==> config.mk <==
export PLATFORM = sky130hd
export DESIGN_NAME = tcp_syn_os_fingerprinter_top
export DESIGN_NICKNAME = d
export VERILOG_FILES = /design/src/tsof_pkg.sv /design/src/tsof_ctrl.sv /design/src/tsof_datapath.sv /design/src/tcp_syn_os_fingerprinter_top.sv
export SDC_FILE = /design/constraint.sdc
export NUM_CORES = 1
export LEC_CHECK = 0
export BUFFER_PORTS_ARGS = -buffer_cell sky130_fd_sc_hd__buf_2
export CAP_MARGIN = 10
export CORE_MARGIN = 5
export CORE_UTILIZATION = 45
export CTS_CLUSTER_SIZE = 20
export DETAILED_ROUTE_END_ITERATION = 7
export SLEW_MARGIN = 20
export SYNTH_ARGS = -nofsm -noshare
export SYNTH_HDL_FRONTEND = slang
export SYNTH_HIERARCHICAL = 1
export SYNTH_SLANG_ARGS = --single-unit
==> constraint.sdc <==
create_clock -name clk -period 15.5 [get_ports clk]
set_input_delay 1.55 -clock clk [delete_from_list [all_inputs] [get_ports clk]]
set_output_delay 1.55 -clock clk [all_outputs]
set_load 0.05 [all_outputs]
==> src/tsof_pkg.sv <==
`timescale 1ns / 1ps
`default_nettype none
// ----------------------------------------------------------------------------
// tsof_pkg
// types, constants and helpers shared by the syn fingerprinter modules
// ----------------------------------------------------------------------------
package tsof_pkg;

	localparam int TableEntries = 8;
	localparam int IdxW = (TableEntries > 1) ? $clog2(TableEntries) : 1;
	localparam int CntW = $clog2(TableEntries + 1);

	localparam logic [1:0] ST_RECORDED = 2'd0;
	localparam logic [1:0] ST_IGNORED  = 2'd1;
	localparam logic [1:0] ST_FULL     = 2'd2;

	localparam logic [1:0] PH_KIND = 2'd0;
	localparam logic [1:0] PH_LEN  = 2'd1;
	localparam logic [1:0] PH_BODY = 2'd2;
	localparam logic [1:0] PH_DONE = 2'd3;

	localparam logic [7:0] OPT_END   = 8'd0;
	localparam logic [7:0] OPT_NOP   = 8'd1;
	localparam logic [7:0] OPT_MSS   = 8'd2;
	localparam logic [7:0] OPT_SCALE = 8'd3;
	localparam logic [7:0] OPT_SACK  = 8'd4;

	typedef struct packed {
		logic [7:0] frame_byte;
		logic       last_byte;
	} in_item_t;

	typedef struct packed {
		logic [1:0]  status;
		logic [31:0] host_address;
		logic [2:0]  entry_index;
		logic        new_entry;
		logic [3:0]  os_class;
		logic [7:0]  seen_ttl;
		logic [15:0] window_size;
		logic [15:0] max_segment;
		logic [7:0]  window_scale;
		logic        sack_permitted;
	} out_item_t;

	typedef enum logic [1:0] {
		S_STREAM,
		S_SEARCH,
		S_OUT
	} ctrl_state_t;

	typedef struct packed {
		logic take_byte;
		logic start_search;
		logic search_step;
		logic commit;
		logic load_out;
	} dp_cmd_t;

	typedef struct packed {
		logic search_done;
	} dp_sts_t;

	function automatic logic [3:0] guess_class(input logic [7:0] ttl,
		input logic [15:0] win, input logic [15:0] mss, input logic [7:0] scl,
		input logic sack);
		logic [3:0] c;
		if (ttl > 8'd128) c = 4'd8;
		else if (ttl > 8'd64) begin
			if (win == 16'd65535 || win == 16'd8192) c = 4'd0;
			else if (win == 16'd64240) c = 4'd1;
			else c = 4'd2;
		end else if (mss == 16'd1460 && (scl == 8'd6 || scl == 8'd7)) c = 4'd3;
		else if (mss == 16'd1460 && sack) c = 4'd4;
		else if (mss == 16'd1460) c = 4'd5;
		else if (mss == 16'd536) c = 4'd6;
		else c = 4'd7;
		return c;
	endfunction

endpackage
`default_nettype wire

==> src/tsof_ctrl.sv <==
`timescale 1ns / 1ps
`default_nettype none
// ----------------------------------------------------------------------------
// tsof_ctrl
// controller: byte streaming, per-frame table search, result hand-off
// ----------------------------------------------------------------------------
module tsof_ctrl
	import tsof_pkg::*;
(
	input  wire logic    clk,
	input  wire logic    arst_n,
	input  wire logic    in_fire,
	input  wire logic    in_last,
	input  wire logic    out_free,
	input  wire dp_sts_t sts,
	output dp_cmd_t      cmd,
	output logic         in_ready
);

	ctrl_state_t state_q, state_d;

	always_ff @(posedge clk or negedge arst_n) begin
		if (!arst_n) state_q <= S_STREAM;
		else state_q <= state_d;
	end

	always_comb begin
		state_d = state_q;
		case (state_q)
			S_STREAM: if (in_fire && in_last) state_d = S_SEARCH;
			S_SEARCH: if (sts.search_done) state_d = S_OUT;
			S_OUT:    if (out_free) state_d = S_STREAM;
			default:  state_d = S_STREAM;
		endcase
	end

	always_comb begin
		cmd = '0;
		in_ready = 1'b0;
		case (state_q)
			S_STREAM: begin
				in_ready = 1'b1;
				cmd.take_byte = in_fire;
				cmd.start_search = in_fire && in_last;
			end
			S_SEARCH: cmd.search_step = !sts.search_done;
			S_OUT: begin
				cmd.commit = out_free;
				cmd.load_out = out_free;
			end
			default: ;
		endcase
	end

endmodule
`default_nettype wire

==> src/tsof_datapath.sv <==
`timescale 1ns / 1ps
`default_nettype none
// ----------------------------------------------------------------------------
// tsof_datapath
// header parser, option walker, host table and result register
// ----------------------------------------------------------------------------
module tsof_datapath
	import tsof_pkg::*;
(
	input  wire logic    clk,
	input  wire logic    arst_n,
	input  wire dp_cmd_t cmd,
	input  wire logic [7:0] frame_byte,
	input  wire logic [31:0] own_address,
	input  wire logic    out_taken,
	output dp_sts_t      sts,
	output out_item_t    out_item,
	output logic         out_valid
);

	logic [7:0]  pos_q;
	logic [15:0] ether_q;
	logic [5:0]  iphl_q;
	logic [7:0]  proto_q;
	logic [31:0] src_q;
	logic [7:0]  ttl_q;
	logic [6:0]  tcphl_q;
	logic [7:0]  flags_q;
	logic [15:0] win_q;
	logic [1:0]  ph_q;
	logic [7:0]  kind_q;
	logic [7:0]  left_q;
	logic [15:0] mss_q;
	logic [7:0]  scl_q;
	logic        sack_q;

	logic [TableEntries-1:0] valid_q;
	logic [31:0] addr_q [TableEntries];
	logic [CntW-1:0] sidx_q;
	logic found_q, have_free_q;
	logic [IdxW-1:0] slot_q, free_q;
	logic ign_q;
	logic [3:0] cls_q;

	logic [8:0] tpos;
	logic [7:0] t;
	logic in_tcp;
	logic [6:0] area;
	logic [7:0] oi;
	logic [8:0] lenend;
	logic [8:0] need;
	logic ign;
	logic [IdxW-1:0] sidx;
	out_item_t out_d;

	assign tpos = {1'b0, pos_q} - 9'd14 - {3'b0, iphl_q};
	assign t = tpos[7:0];
	assign in_tcp = pos_q > 8'd14 && iphl_q >= 6'd20 && !tpos[8];
	assign area = tcphl_q - 7'd20;
	assign oi = t - 8'd20;
	assign lenend = {1'b0, oi} - 9'd1 + {1'b0, frame_byte};
	assign need = 9'd14 + {3'b0, iphl_q} + {2'b0, tcphl_q};
	assign sidx = sidx_q[IdxW-1:0];
	assign sts.search_done = ign_q || found_q || (sidx_q == CntW'(TableEntries));

	always_comb begin
		ign = pos_q < 8'd54 || ether_q != 16'h0800 || iphl_q < 6'd20 ||
			proto_q != 8'd6 || tcphl_q < 7'd20 || {1'b0, pos_q} < need ||
			!flags_q[1] || src_q == own_address;
	end

	always_ff @(posedge clk or negedge arst_n) begin
		if (!arst_n) begin
			pos_q <= '0; ether_q <= '0; iphl_q <= '0; proto_q <= '0;
			src_q <= '0; ttl_q <= '0; tcphl_q <= '0; flags_q <= '0;
			win_q <= '0; ph_q <= PH_KIND; kind_q <= '0; left_q <= '0;
			mss_q <= '0; scl_q <= '0; sack_q <= '0;
		end else if (cmd.commit) begin
			pos_q <= '0; ether_q <= '0; iphl_q <= '0; proto_q <= '0;
			src_q <= '0; ttl_q <= '0; tcphl_q <= '0; flags_q <= '0;
			win_q <= '0; ph_q <= PH_KIND; kind_q <= '0; left_q <= '0;
			mss_q <= '0; scl_q <= '0; sack_q <= '0;
		end else if (cmd.take_byte) begin
			case (pos_q)
				8'd12: ether_q[15:8] <= frame_byte;
				8'd13: ether_q[7:0] <= frame_byte;
				8'd14: iphl_q <= {frame_byte[3:0], 2'b00};
				8'd22: ttl_q <= frame_byte;
				8'd23: proto_q <= frame_byte;
				8'd26, 8'd27, 8'd28, 8'd29: src_q <= {src_q[23:0], frame_byte};
				default: ;
			endcase
			if (in_tcp) begin
				if (t == 8'd12) tcphl_q <= {1'b0, frame_byte[7:4], 2'b00};
				else if (t == 8'd13) flags_q <= frame_byte;
				else if (t == 8'd14) win_q[15:8] <= frame_byte;
				else if (t == 8'd15) win_q[7:0] <= frame_byte;
				else if (t >= 8'd20 && t < {1'b0, tcphl_q}) begin
					case (ph_q)
						PH_KIND: begin
							if (frame_byte == OPT_END) ph_q <= PH_DONE;
							else if (frame_byte != OPT_NOP) begin
								if ({1'b0, oi} + 9'd1 >= {2'b0, area}) ph_q <= PH_DONE;
								else begin
									kind_q <= frame_byte;
									ph_q <= PH_LEN;
								end
							end
						end
						PH_LEN: begin
							if (frame_byte < 8'd2 || lenend > {2'b0, area}) ph_q <= PH_DONE;
							else begin
								if (kind_q == OPT_SACK) sack_q <= 1'b1;
								if ((kind_q == OPT_MSS && frame_byte != 8'd4) ||
									(kind_q == OPT_SCALE && frame_byte != 8'd3))
									kind_q <= '0;
								left_q <= frame_byte - 8'd2;
								ph_q <= (frame_byte == 8'd2) ? PH_KIND : PH_BODY;
							end
						end
						PH_BODY: begin
							if (kind_q == OPT_MSS) begin
								if (left_q == 8'd2) mss_q <= {frame_byte, 8'h00};
								else mss_q[7:0] <= mss_q[7:0] | frame_byte;
							end else if (kind_q == OPT_SCALE) scl_q <= frame_byte;
							left_q <= left_q - 8'd1;
							if (left_q == 8'd1) ph_q <= PH_KIND;
						end
						default: ;
					endcase
				end
			end
			if (pos_q != 8'd255) pos_q <= pos_q + 8'd1;
		end
	end

	always_ff @(posedge clk or negedge arst_n) begin
		if (!arst_n) begin
			sidx_q <= '0; found_q <= 1'b0; have_free_q <= 1'b0; ign_q <= 1'b0;
			slot_q <= '0; free_q <= '0;
		end else if (cmd.start_search) begin
			sidx_q <= '0; found_q <= 1'b0; have_free_q <= 1'b0; ign_q <= 1'b0;
		end else if (cmd.search_step) begin
			if (sidx_q == '0) ign_q <= ign;
			if (!(sidx_q == '0 && ign)) begin
				if (!valid_q[sidx]) begin
					if (!have_free_q) begin
						have_free_q <= 1'b1;
						free_q <= sidx;
					end
				end else if (addr_q[sidx] == src_q) begin
					found_q <= 1'b1;
					slot_q <= sidx;
				end
				if (!(valid_q[sidx] && addr_q[sidx] == src_q))
					sidx_q <= sidx_q + CntW'(1);
			end
		end
	end

	// frame fields are stable once the search runs
	always_ff @(posedge clk) begin
		if (cmd.search_step)
			cls_q <= guess_class(ttl_q, win_q, mss_q, scl_q, sack_q);
	end

	always_ff @(posedge clk or negedge arst_n) begin
		if (!arst_n) valid_q <= '0;
		else if (cmd.commit && !ign_q && !found_q && have_free_q)
			valid_q[free_q] <= 1'b1;
	end

	always_ff @(posedge clk) begin
		if (cmd.commit && !ign_q && !found_q && have_free_q)
			addr_q[free_q] <= src_q;
	end

	always_ff @(posedge clk or negedge arst_n) begin
		if (!arst_n) out_valid <= 1'b0;
		else if (cmd.load_out) out_valid <= 1'b1;
		else if (out_taken) out_valid <= 1'b0;
	end

	always_comb begin
		out_d = '0;
		if (ign_q) out_d.status = ST_IGNORED;
		else begin
			out_d.host_address = src_q;
			out_d.os_class = cls_q;
			out_d.seen_ttl = ttl_q;
			out_d.window_size = win_q;
			out_d.max_segment = mss_q;
			out_d.window_scale = scl_q;
			out_d.sack_permitted = sack_q;
			if (found_q) begin
				out_d.status = ST_RECORDED;
				out_d.entry_index = 3'(slot_q);
			end else if (have_free_q) begin
				out_d.status = ST_RECORDED;
				out_d.entry_index = 3'(free_q);
				out_d.new_entry = 1'b1;
			end else out_d.status = ST_FULL;
		end
	end

	always_ff @(posedge clk) begin
		if (cmd.load_out) out_item <= out_d;
	end

endmodule
`default_nettype wire

==> src/tcp_syn_os_fingerprinter_top.sv <==
`timescale 1ns / 1ps
`default_nettype none
// ----------------------------------------------------------------------------
// tcp_syn_os_fingerprinter_top
// passive tcp syn os fingerprinter with an 8-entry host table
// ----------------------------------------------------------------------------
// one frame beat per cycle while streaming
// after the last beat: table search, one entry per cycle, until a match, an
// ignored frame or the table end; then the result register is loaded once free
// input ready drops from the last beat until the result is loaded
// reset clears the table valid bits and all frame state; own_address to zero
module tcp_syn_os_fingerprinter_top
	import tsof_pkg::*;
(
	input  wire logic      clk,
	input  wire logic      arst_n,
	input  wire logic      in_valid,
	output logic           in_ready,
	input  wire in_item_t  in_data,
	output logic           out_valid,
	input  wire logic      out_ready,
	output out_item_t      out_data,
	input  wire logic      cfg_valid,
	output logic           cfg_ready,
	input  wire logic [31:0] cfg_data
);

	logic [31:0] own_q;
	dp_cmd_t cmd;
	dp_sts_t sts;
	logic in_fire, out_free;

	assign cfg_ready = 1'b1;
	assign in_fire = in_valid && in_ready;
	assign out_free = !out_valid || out_ready;

	always_ff @(posedge clk or negedge arst_n) begin
		if (!arst_n) own_q <= '0;
		else if (cfg_valid) own_q <= cfg_data;
	end

	tsof_ctrl u_ctrl (
		.clk(clk), .arst_n(arst_n), .in_fire(in_fire),
		.in_last(in_data.last_byte), .out_free(out_free), .sts(sts),
		.cmd(cmd), .in_ready(in_ready)
	);

	tsof_datapath u_dp (
		.clk(clk), .arst_n(arst_n), .cmd(cmd), .frame_byte(in_data.frame_byte),
		.own_address(own_q), .out_taken(out_ready), .sts(sts),
		.out_item(out_data), .out_valid(out_valid)
	);

	a_load_when_free: assert property (@(posedge clk) disable iff (!arst_n)
		cmd.load_out |-> (!out_valid || out_ready))
		else $error("result loaded over a pending beat");
	a_no_take_in_search: assert property (@(posedge clk) disable iff (!arst_n)
		cmd.search_step |-> !in_ready)
		else $error("input ready during table search");
	a_last_starts_search: assert property (@(posedge clk) disable iff (!arst_n)
		(in_fire && in_data.last_byte) |=> !in_ready)
		else $error("input taken right after last beat");

endmodule
`default_nettype wire

; ---- Word level (Yosys, flattened, before mapping)
; Memories as Yosys holds them, arrays and structs flattened.
; Index checks and enable logic that the tools add are counted.
[totals]
register_bits = 297
latch_bits = 0
mem_bits_rw = 256
mem_bits_ro = 0
input_bits = 46
out_inout_bits = 94
elab_cells = 380
memories = 1
[classes]
addsub = 13
mul = 0
div = 0
magnitude_cmp = 16
eq_ne = 58
n_shift = 0
n_mux = 152
bitwise_logic = 6
reduce_logical = 94
[memory_table]
columns = name, depth, width, read_ports, rd_clocked_by_memory_dff, write_ports, line_no
row1 = u_dp.addr_q, 8, 32, 1, 0, 1, tsof_datapath.sv:38  ; logic [31:0] addr_q [TableEntries];
[op_table]
columns = operator, count
row1 = 8-bit two-way mux, 49
row2 = 16-bit two-way mux, 17
row3 = 32-bit two-way mux, 3
row4 = 32-bit == test, 2
row5 = 8-bit by 4-bit == test with 1-bit output (second input constant), 7
row6 = 2-bit two-way mux, 26
row7 = 2-bit nonzero test, 25
row8 = 8-bit by 5-bit == test with 1-bit output (second input constant), 6
row9 = 4-bit two-way mux, 10
row10 = 10-bit AND reduction, 4
row11 = 1-bit two-way mux, 33
row12 = 16-bit == test (second input constant), 2
row13 = 8-bit by 2-bit == test with 1-bit output (second input constant), 4
row14 = 8-bit case mux with 2 select lines, 2
row15 = 7-bit two-way mux, 4
row16 = 8-bit by 3-bit == test with 1-bit output (second input constant), 3
row17 = 6-bit two-way mux, 3
row18 = 2-bit by 1-bit != test with 1-bit output (second input constant), 9
row19 = 9-bit AND reduction, 2
row20 = 16-bit by 10-bit == test with 1-bit output (second input constant), 1
row21 = 16-bit by 11-bit == test with 1-bit output (second input constant), 1
row22 = 16-bit by 14-bit == test with 1-bit output (second input constant), 1
row23 = 16-bit by 12-bit != test with 1-bit output (second input constant), 1
row24 = 8-bit by 3-bit != test with 1-bit output (second input constant), 2
row25 = other kinds (61), 122

; ---- Logic depth before layout (Yosys ltp)
; Gate-level depths: netlist of the first run.
[depth]
depth_word = 17
depth_mapped = 24

; ---- By module
; The synthesis of the first run kept the hierarchy.
[by_module_without_submodules]
columns = module, n_inst, cells_each, area_each_um2, seq_area_each_um2
row1 = tsof_datapath, 1, 1770, 23199.8, 14594.0
row2 = tcp_syn_os_fingerprinter_top, 1, 72, 1368.8, 800.8
row3 = tsof_ctrl, 1, 13, 123.9, 50.0

; ---- Worst setup path before layout of the first run
; Ideal clock, no wire load.
[synth_timing]
path_kind = in2reg
from = input out_ready
to = memory u_dp.addr_q[1][0] (enable)
setup_time_ns = 0.462
t_arrival_ns = 9.088
required_time_ns = 15.038
setup_slack_ns = 5.949
stages = 8
path_buffers = 3
path_cell_list = nand2b_1 -> inv_1 -> nor2_1 -> buf_4 -> clkbuf_1 -> clkbuf_1 -> nand3_1 -> nor3_1
[synth_rtl]
columns = item, line_no
row1 = "start, declared", tcp_syn_os_fingerprinter_top.sv:21  ; input wire logic out_ready,
row2 = "end, declared", tsof_datapath.sv:38

; ---- Final worst setup path of the first run
[layout_timing]
from = register u_dp.pos_q[4]
to = register u_dp.left_q[6]
[layout_between]
elab_chain_len = 9
word_cells_on_any_way = 26
classes_between = 5 x add/sub / 4 x order compare / 9 x eq/ne / 8 x reduce/logical
[layout_rtl]
columns = item, line_no
row1 = "start, declared", tsof_datapath.sv:21  ; logic [7:0] pos_q;
row2 = "start signal, assigned", tsof_datapath.sv:133  ; if (pos_q != 8'd255) pos_q <= pos_q + 8'd1;
row3 = 8-bit by 4-bit subtractor with 9-bit output, tsof_datapath.sv:56  ; assign tpos = {1'b0, pos_q} - 9'd14 - {3'b0, iphl_q};
row4 = 9-bit by 6-bit subtractor with 9-bit output, tsof_datapath.sv:56
row5 = 8-bit by 5-bit subtractor with 8-bit output, tsof_datapath.sv:60  ; assign oi = t - 8'd20;
row6 = 8-bit by 1-bit subtractor with 9-bit output, tsof_datapath.sv:61  ; assign lenend = {1'b0, oi} - 9'd1 + {1'b0, frame_byte};
row7 = 9-bit by 8-bit adder with 9-bit output, tsof_datapath.sv:61
row8 = 9-bit by 7-bit greater-than comparator with 1-bit output, tsof_datapath.sv:111  ; if (frame_byte < 8'd2 || lenend > {2'b0, area}) ph_q <= PH_DONE;
row9 = 1-bit logical OR, tsof_datapath.sv:111
row10 = 3-bit by 2-bit != test with 1-bit output (no line), n/a
row11 = 9-bit AND reduction (no line) *, n/a
row12 = "end signal, assigned", tsof_datapath.sv:117  ; left_q <= frame_byte - 8'd2;
row13 = "end signal, assigned", tsof_datapath.sv:126  ; left_q <= left_q - 8'd1;
row14 = "end, declared", tsof_datapath.sv:32  ; logic [7:0] left_q;
; Every way passes the cells marked *; elsewhere a longest branch is shown, timed or not.
; A chain may end at the register's enable or synchronous reset.

==> out/summary.txt, run 1 <==
PWR
-----------------------------------------------------------------------------------------
Power per Cell Area                                                           171 mW/mm^2
Total power                                                                       4.78 mW
Fraction of power consumed by combinational cells                                   0.336
Net switching power                                                               1.70 mW
Worst voltage drop across the vdd grid                                           0.140 mV
Design internal power                                                             3.08 mW
Clk network pwr share                                                               0.277
Leakage power summed over all cells                                               11.1 nW
Switching power share of the total                                                  0.356
Sequential cell fraction of total power                                             0.387

YOSYS
-----------------------------------------------------------------------------------------
Post-synth net total                                                                 1973
Top cell type's share of synthesized area                                           0.427
Number of enable-type register cells in the synthesized netlist                       351
Instance count of the mapped netlist                                                 1855
Leading area contributor after synthesis                                     sky130_fd_sc_hd__edfxtp_1
Synth area leaders                                                           sky130_fd_sc_hd__edfxtp_1, sky130_fd_sc_hd__dfrtp_1, sky130_fd_sc_hd__mux4_2, sky130_fd_sc_hd__ha_1, sky130_fd_sc_hd__mux2i_1
Netlist Area Pre-Place                                                       0.0247 sq mm
Number of warnings issued by yosys                                                      6
Proportion of register bits with asynchronous set or reset after synthesis          0.358
Number of register bits inferred by synthesis                                         547
Unique masters post-synth                                                              80
Avg Inst Size Synth                                                            13.3 sq um
Most instantiated flip-flop cell in the synthesis netlist                    sky130_fd_sc_hd__edfxtp_1
Proportion of synthesized chip area in sequential cells                             0.625

RUN STATUS
-----------------------------------------------------------------------------------------
Outcome                                                                         completed

ROUTE
-----------------------------------------------------------------------------------------
Initial drt markers                                                                  1115
DRC viols                                                                               0
Top layer reached by signal wires                                                    met4
WL per Instance                                                                   22.4 um
Drt total wl                                                                     61300 um
Total via count after detailed routing                                              15307
Met2 routed wirelength                                                           29200 um
Routed length on met1                                                            28000 um
Count of antenna-violating nets left after detailed routing                             0
Mean number of vias per cell                                                         5.59
Total length of routed met3 wires                                                 2900 um
Number of iterations in the first detailed-routing pass                                 5

PLACE
-----------------------------------------------------------------------------------------
Number of instances in the placed design                                             2635
Global placement routability congestion                                             0.871
HPWL reported at the end of detailed placement                                   39900 um
Dpl cell area                                                                0.0261 sq mm
Number of I/O port buffers                                                            138
Placement Setup Slack                                                             9.77 ns

GLOBAL ROUTE
-----------------------------------------------------------------------------------------
Number of global-route vias before repair                                           15722
Wire length of the first global-routing pass                                     95200 um
Maximum number of pins on one net before global-route repair                           96
Congestion Overflow GR                                                                  0
Global router's overall resource usage                                              0.205
Antenna violations before repair                                                        1

WORST SETUP PATH
-----------------------------------------------------------------------------------------
CP max stage delay                                                                0.45 ns
Count of buffer and inverter cells on the critical path                                 4
Required time reported for the critical path endpoint                            16.00 ns
Crit Path Category                                                           flop to flop
Cell occurring most often along the worst timing path                        sky130_fd_sc_hd__ha_1
Critical path peak fanout                                                              13
Worst setup EP type                                                                  flop
Type of origin of the critical path                                                  flop
Signal arrival time at the worst endpoint                                         6.23 ns
Ordered list of cells on the worst path                                      inv_1 -> ha_1 -> inv_1 -> ha_1 -> or2_2 -> o21a_1 -> xnor2_1 -> inv_1 -> o21a_1 -> or2_2 -> ha_1 -> inv_1 -> ha_1 -> xnor2_1 -> ha_1 -> nand2_1 -> nor3b_1 -> nand4_1 -> a21o_1 -> o31ai_1 -> o21a_1 -> o21ai_0 -> a22o_1
Delay-heaviest family, CP                                                    compound AO/OA/AOI/OAI gates
Slowest stage cell on the critical path                                      sky130_fd_sc_hd__dfrtp_1

FINAL LAYOUT
-----------------------------------------------------------------------------------------
Design Area, Final                                                           0.0280 sq mm
Number of fillers in the final layout                                                4553
Commonest non-fill, non-tap cell in the layout                               sky130_fd_sc_hd__edfxtp_1
Proportion of layout cells with a drive suffix above 1                              0.186
Area taken by multi-input logic gates                                        0.00860 sq mm
P&R area growth vs syn                                                              13.3%
Highest-count cells in the layout ignoring fill and taps                     sky130_fd_sc_hd__edfxtp_1, sky130_fd_sc_hd__dfrtp_1, sky130_fd_sc_hd__nand2_1
Reg area                                                                     0.0155 sq mm
NumNets Final                                                                        2115
Post-route non-filler standard cell count                                            2740
Core Util, Final                                                                    0.517

TIMING
-----------------------------------------------------------------------------------------
Final Cycle Share                                                                   0.370
Setup tns final                                                                      0 ns
Total count of max-transition violations in the final report                            0
Worst Max-Slew Pin Slew                                                           1.01 ns
Final-report hold violation count                                                       0
Worst max-slew margin expressed relative to the limit                               0.325
Unrepaired setup endpoints after global routing                                        no
FMAX                                                                            0.175 GHz
Min Clock Period, post-route                                                      5.73 ns
Smallest hold slack                                                              0.469 ns
Maximum clock skew at final layout                                              0.0217 ns
Final Worst Setup Slack                                                           9.77 ns
Number of failing setup endpoints in the final timing report                            0

FLOW RUN
-----------------------------------------------------------------------------------------
MaxCap Viol Count                                                                       0

CLOCK NETWORK
-----------------------------------------------------------------------------------------
Clock latency on the worst-skew pair                                              0.62 ns
Clock H-tree levels                                                                     2
TritonCTS clock tree                                                                built
Cts repair resizes                                                                      0
Largest buffer count on any clock path                                                  3
Clock buffer count from CTS                                                            56
Number of hold buffers added after cts                                                  0
Buffer cell driving the clock tree root                                      sky130_fd_sc_hd__clkbuf_16
CTS Sinks                                                                             547
Clock slew seen by the registers of the worst setup and hold paths                0.06 ns
Postcts setup bufs                                                                      0

FLOORPLAN
-----------------------------------------------------------------------------------------
Area inside the core boundary                                                0.0541 sq mm
Total Die Area                                                               0.0597 sq mm
Top-level port count                                                                  140
Die Height                                                                         244 um
Die boundary width                                                                 244 um
Cell row count                                                                         85
Effective utilization at floorplan                                                  0.456

HOLD PATH
-----------------------------------------------------------------------------------------
Path category of the worst min-delay check                                   flop to flop

[layer usage]
layer | up-vias | track usage
met2 | 362 | 0.333
met3 | 79 | 0.0299
li1 | 7058 | -
met5 | - | 0
met1 | 7808 | 0.295
met4 | 0 | 0.0498
[synthesized netlist by cell type (15+ instances only)]
| cell type | n |
|---|---|
| sky130_fd_sc_hd__edfxtp_1 | 351 |
| sky130_fd_sc_hd__dfrtp_1 | 196 |
| sky130_fd_sc_hd__nand2_1 | 158 |
| sky130_fd_sc_hd__nor2_1 | 111 |
| sky130_fd_sc_hd__a21oi_1 | 108 |
| sky130_fd_sc_hd__nor2b_1 | 94 |
| sky130_fd_sc_hd__inv_1 | 77 |
| sky130_fd_sc_hd__ha_1 | 70 |
| sky130_fd_sc_hd__mux2i_1 | 70 |
| sky130_fd_sc_hd__o21ai_0 | 61 |
| sky130_fd_sc_hd__clkbuf_1 | 52 |
| sky130_fd_sc_hd__nand3_1 | 45 |
| sky130_fd_sc_hd__xor2_1 | 45 |
| sky130_fd_sc_hd__mux4_2 | 44 |
| sky130_fd_sc_hd__xnor2_1 | 37 |
| sky130_fd_sc_hd__mux2_4 | 33 |
| sky130_fd_sc_hd__nor3_1 | 28 |
| sky130_fd_sc_hd__nor4_1 | 23 |
| sky130_fd_sc_hd__a22oi_1 | 18 |
| sky130_fd_sc_hd__nand4_1 | 15 |
[final cells by class]
class	count	area share
diodes	1	0.0000895
inverters	78	0.0105
well taps	696	0.0311
clock buffers	72	0.0548
flip-flops and latches	547	0.553
multi-input cells	1146	0.307
clock inverters	32	0.0103
repair buffers	168	0.0332
[worst register-to-register path: stages, from the launching register on]
cell                      delay, ns
sky130_fd_sc_hd__dfrtp_1       0.45
sky130_fd_sc_hd__inv_1         0.12
sky130_fd_sc_hd__ha_1          0.29
sky130_fd_sc_hd__inv_1         0.04
sky130_fd_sc_hd__ha_1          0.33
sky130_fd_sc_hd__or2_2         0.32
sky130_fd_sc_hd__o21a_1        0.15
sky130_fd_sc_hd__xnor2_1       0.23
sky130_fd_sc_hd__inv_1         0.14
sky130_fd_sc_hd__o21a_1        0.21
sky130_fd_sc_hd__or2_2         0.32
sky130_fd_sc_hd__ha_1          0.28
sky130_fd_sc_hd__inv_1         0.04
sky130_fd_sc_hd__ha_1          0.34
sky130_fd_sc_hd__xnor2_1       0.16
sky130_fd_sc_hd__ha_1          0.30
sky130_fd_sc_hd__nand2_1       0.07
sky130_fd_sc_hd__nor3b_1       0.23
sky130_fd_sc_hd__nand4_1       0.14
sky130_fd_sc_hd__a21o_1        0.23
sky130_fd_sc_hd__o31ai_1       0.34
sky130_fd_sc_hd__o21a_1        0.43
sky130_fd_sc_hd__o21ai_0       0.19
sky130_fd_sc_hd__a22o_1        0.26
[kinds of logic (layout without fill, tap and decap cells)]
| kind of cell | Yosys count | in the layout | share of synthesized area |
|---|---|---|---|
| other | 1 | 2 | 0.000152 |
| adder cells (fa/ha/maj) | 72 | 72 | 0.0371 |
| AO/OA/AOI/OAI | 274 | 274 | 0.0690 |
| multiplexers | 157 | 157 | 0.0931 |
| XOR/XNOR | 83 | 83 | 0.0300 |
| buffers and inverters | 162 | 350 | 0.0297 |
| AND/OR/NAND/NOR | 559 | 559 | 0.115 |
| flip-flops | 547 | 547 | 0.625 |
[sequential cells by signal (all words and copies together), names as in the netlist, 16 cells and up]
signal / flops
u_dp/addr_q: 256
u_dp/out_item: 91
own_q: 32
u_dp/src_q: 32
u_dp/ether_q: 16
u_dp/mss_q: 16
u_dp/win_q: 16
[final timing paths]
check                                       end  cells past startpoint  slack (ns)            start
worst max-delay path             u_dp/left_q[6]                     23        9.77    u_dp/pos_q[4]
worst max register to register   u_dp/left_q[6]                     23        9.77    u_dp/pos_q[4]
min in group asynchronous             own_q[31]                      1        0.92           arst_n
worst min register to register  u_dp/valid_q[2]                      1        0.47  u_dp/valid_q[2]
max in group asynchronous        u_dp/sidx_q[2]                      3       12.31           arst_n
worst min-delay path            u_dp/valid_q[2]                      1        0.47  u_dp/valid_q[2]
[power groups by stage]
stage	Sequential [mW]	Combinational [mW]	Clock, mW
3_5_place_dp	1.88	1.60	0
2_1_floorplan	1.96	1.11	0
6_report	1.85	1.61	1.33
5_1_grt	1.87	1.81	1.42
3_3_place_gp	1.88	1.57	0
4_1_cts	1.85	1.61	1.36
No activity file was read; power rests on OpenSTA's default activity.
==> run 2: changes to the inputs <==
==> constraint.sdc (replaced) <==
create_clock -name clk -period 5.2 [get_ports clk]
set_input_delay 0.52 -clock clk [delete_from_list [all_inputs] [get_ports clk]]
set_output_delay 0.52 -clock clk [all_outputs]
set_load 0.05 [all_outputs]
==> out/summary.txt, run 2 (same netlist as run 1, synthesis figures left out) <==
RUN STATUS
---------------------------------------------------------------------------------
Outcome                                                                 completed

FINAL LAYOUT
---------------------------------------------------------------------------------
NumNets Final                                                                2154   +1.8%
Post-route non-filler standard cell count                                    2778   +1.4%
Largest registers                                                    u_dp/addr_q x256, u_dp/out_item x91
Proportion of layout cells with a drive suffix above 1                      0.213   +0.0263
Diode insertion count for antenna repair                                        0   -1
P&R area growth vs syn                                                      15.4%
Top register by number of flip-flops                                  u_dp/addr_q
Core Util, Final                                                            0.526   +0.00945
Highest-count cells in the layout ignoring fill and taps             sky130_fd_sc_hd__edfxtp_1, sky130_fd_sc_hd__dfrtp_1, sky130_fd_sc_hd__nand2_1
Commonest non-fill, non-tap cell in the layout                       sky130_fd_sc_hd__edfxtp_1
Largest register FFs                                                          256   unchanged

WORST SETUP PATH
---------------------------------------------------------------------------------
Worst setup EP type                                                          flop
CP max stage delay                                                        0.44 ns   about the same
Crit Path Category                                                   flop to flop
Signal arrival time at the worst endpoint                                 5.63 ns   -0.60 ns
Cell occurring most often along the worst timing path                sky130_fd_sc_hd__ha_4
Ordered list of cells on the worst path                              inv_2 -> ha_4 -> ha_4 -> or3_4 -> a222oi_1 -> xor3_1 -> ha_1 -> inv_2 -> ha_4 -> nand2_4 -> o211a_1 -> nor2b_4 -> xnor2_2 -> ha_1 -> buf_4 -> a21oi_1 -> o21ai_0 -> a21o_1 -> o31ai_2 -> o21a_2 -> buf_4 -> o21ai_0 -> a22o_1
End point of the critical path                                       u_dp/left_q[6]
Critical path peak fanout                                                       4   -9
Type of origin of the critical path                                          flop
Required time reported for the critical path endpoint                     5.68 ns   -10.32 ns
Destination of the worst register-to-register timing path            u_dp/left_q[6]
Number of cell instances on the worst register-to-register path                23   unchanged
Minimum setup slack among reg-to-reg paths                                0.04 ns   -9.73 ns
Slowest stage cell on the critical path                              sky130_fd_sc_hd__xor3_1
Launching element of the worst setup path                            u_dp/iphl_q[3]
FF-to-FF Start                                                       u_dp/iphl_q[3]

CLOCK NETWORK
---------------------------------------------------------------------------------
Clock latency on the worst-skew pair                                      0.61 ns   about the same
Clock buffer count from CTS                                                    55   -1.8%
Largest buffer count on any clock path                                          3   unchanged
Clock slew seen by the registers of the worst setup and hold paths        0.06 ns   about the same
TritonCTS clock tree                                                        built
CTS Sinks                                                                     547   unchanged
Buffer cell driving the clock tree root                              sky130_fd_sc_hd__clkbuf_16
Number of hold buffers added after cts                                          0   unchanged
Clock H-tree levels                                                             2   unchanged

TIMING
---------------------------------------------------------------------------------
Worst Max-Slew Pin Slew                                                   1.10 ns   +0.0835 ns
Final Cycle Share                                                           0.992   +0.622
Setup tns final                                                              0 ns   unchanged
FMAX                                                                    0.194 GHz   +11%
Min Clock Period, post-route                                              5.16 ns   -0.574 ns
Number of failing setup endpoints in the final timing report                    0   unchanged
Smallest hold slack                                                   0.000105 ns   -0.469 ns
Final-report hold violation count                                               0   unchanged
Total count of max-transition violations in the final report                    0   unchanged
Unrepaired setup endpoints after global routing                               yes
Maximum clock skew at final layout                                      0.0214 ns   -0.000294 ns
Worst max-slew margin expressed relative to the limit                       0.269   -0.0557

PWR
---------------------------------------------------------------------------------
Leakage power summed over all cells                                       11.4 nW   +2.1%
Design internal power                                                     9.77 mW   +220%
Worst voltage drop across the vdd grid                                   0.488 mV   +250%
Sequential cell fraction of total power                                     0.363   -0.024
Clk network pwr share                                                       0.267   -0.010
Power per Cell Area                                                   530 mW/mm^2   +210%
Switching power share of the total                                          0.353   -0.00307
Fraction of power consumed by combinational cells                           0.370   +0.034
Net switching power                                                       5.33 mW   +210%

ROUTE
---------------------------------------------------------------------------------
DRC viols                                                                       0   unchanged
Total length of routed met3 wires                                         3550 um   +22%
Drt total wl                                                             62300 um   +1.7%
Initial drt markers                                                          1071   -3.9%
Routed length on met1                                                    28500 um   +1.6%
WL per Instance                                                           22.4 um   +0.26%
Number of iterations in the first detailed-routing pass                         5   unchanged
Met2 routed wirelength                                                   28600 um   -1.9%
Mean number of vias per cell                                                 5.62   +0.52%
Total via count after detailed routing                                      15600   +1.9%
Count of antenna-violating nets left after detailed routing                     0   unchanged
Top layer reached by signal wires                                            met4

GLOBAL ROUTE
---------------------------------------------------------------------------------
Congestion Overflow GR                                                          0   unchanged
Antenna violations before repair                                                0   -1
Global router's overall resource usage                                      0.206   +0.00113
Wire length of the first global-routing pass                             95700 um   +0.53%
Number of global-route vias before repair                                   15728   +0.038%
Maximum number of pins on one net before global-route repair                  109   +14%

FLOW RUN
---------------------------------------------------------------------------------
MaxCap Viol Count                                                               0   unchanged

PLACE
---------------------------------------------------------------------------------
Global placement routability congestion                                     0.856   -1.7%
Number of instances in the placed design                                     2671   +1.4%
Number of I/O port buffers                                                    138   unchanged
HPWL reported at the end of detailed placement                           41000 um   +2.8%

FLOORPLAN
---------------------------------------------------------------------------------
Effective utilization at floorplan                                          0.456   unchanged
Cell row count                                                                 85   unchanged
Total Die Area                                                       0.0597 sq mm   unchanged
Die Height                                                                 244 um   unchanged
Die boundary width                                                         244 um   unchanged
Area inside the core boundary                                        0.0541 sq mm   unchanged
Top-level port count                                                          140   unchanged

HOLD PATH
---------------------------------------------------------------------------------
Path category of the worst min-delay check                           input port to asynchronous set/reset pin

run 2: changes by cell type in the layout (fill, tap and decap cells not counted), moves of 3 or more:
cell,change
sky130_fd_sc_hd__clkinv_2,-6
sky130_fd_sc_hd__ha_1,-3
sky130_fd_sc_hd__o2bb2ai_2,+7
sky130_fd_sc_hd__clkbuf_1,-3
sky130_fd_sc_hd__ha_4,+3
sky130_fd_sc_hd__o2bb2ai_1,-7
sky130_fd_sc_hd__buf_4,+36
run 2: cell type report:
class	instances	area, sq um
fill	4525	25600
multi-input combinational	1146	8740
clock inverter	33	333
timing repair buffer	208	1260
sequential	547	15500
tap	696	871
clock buffer	70	1520
inverter	78	293
run 2: power groups by stage:
stage | registers [mW] | clock network [mW] | logic [mW]
2_1_floorplan | 5.83 | 0 | 3.30
3_5_place_dp | 5.56 | 0 | 5.10
5_1_grt | 5.53 | 4.30 | 6.20
4_1_cts | 5.47 | 4.13 | 5.16
3_3_place_gp | 5.55 | 0 | 5.03
6_report | 5.48 | 4.03 | 5.59
run 2: per-layer routing:
metal / vias to the layer above / global-route usage
li1: 7131 / -
met1: 7943 / 0.300
met2: 431 / 0.324
met3: 95 / 0.0357
met4: 0 / 0.0559
met5: - / 0
run 2: worst min-delay path by stage:
| stage | start | end | slack, ns | cells past startpoint |
|---|---|---|---|---|
| floorplan | arst_n | own_q[0] | 0.22 | 0 |
| global placement | u_dp/valid_q[7] | u_dp/valid_q[7] | 0.45 | 1 |
| detailed placement | u_dp/valid_q[0] | u_dp/valid_q[0] | 0.45 | 1 |
| CTS | arst_n | own_q[17] | 0.03 | 1 |
| global route | arst_n | own_q[17] | 0.06 | 1 |
| finish | arst_n | own_q[17] | 0.0001 | 1 |
run 2: what timing repair did:
item | CTS | global route
setup buffers | 0 | 4
hold endpoints to repair | 0 | 0
gates resized for setup | 1 | 29
pin swaps | 0 | 18
endpoints found under the setup margin | 7 | 16
run 2: worst max-delay path, delay by kind of cell (launching register included):
family,cells,cell delay (ns)
AOI/OAI and AO/OA,9,1.90
adders and majority gates,5,1.25
xor gates and xnor gates,2,0.56
and+or+nand+nor,3,0.55
DFF,1,0.39
buffers and inverters,4,0.39
run 2: metrics by stage:
step	instance area, sq um	power (mW)	setup slack (ns)
finish	28500	15.1	0.0439
global placement	26400	10.6	0.0543
detailed placement	26400	10.7	-0.0463
global route	28500	16.0	-0.170
floorplan	24700	9.13	0.0721
CTS	28300	14.8	0.00163
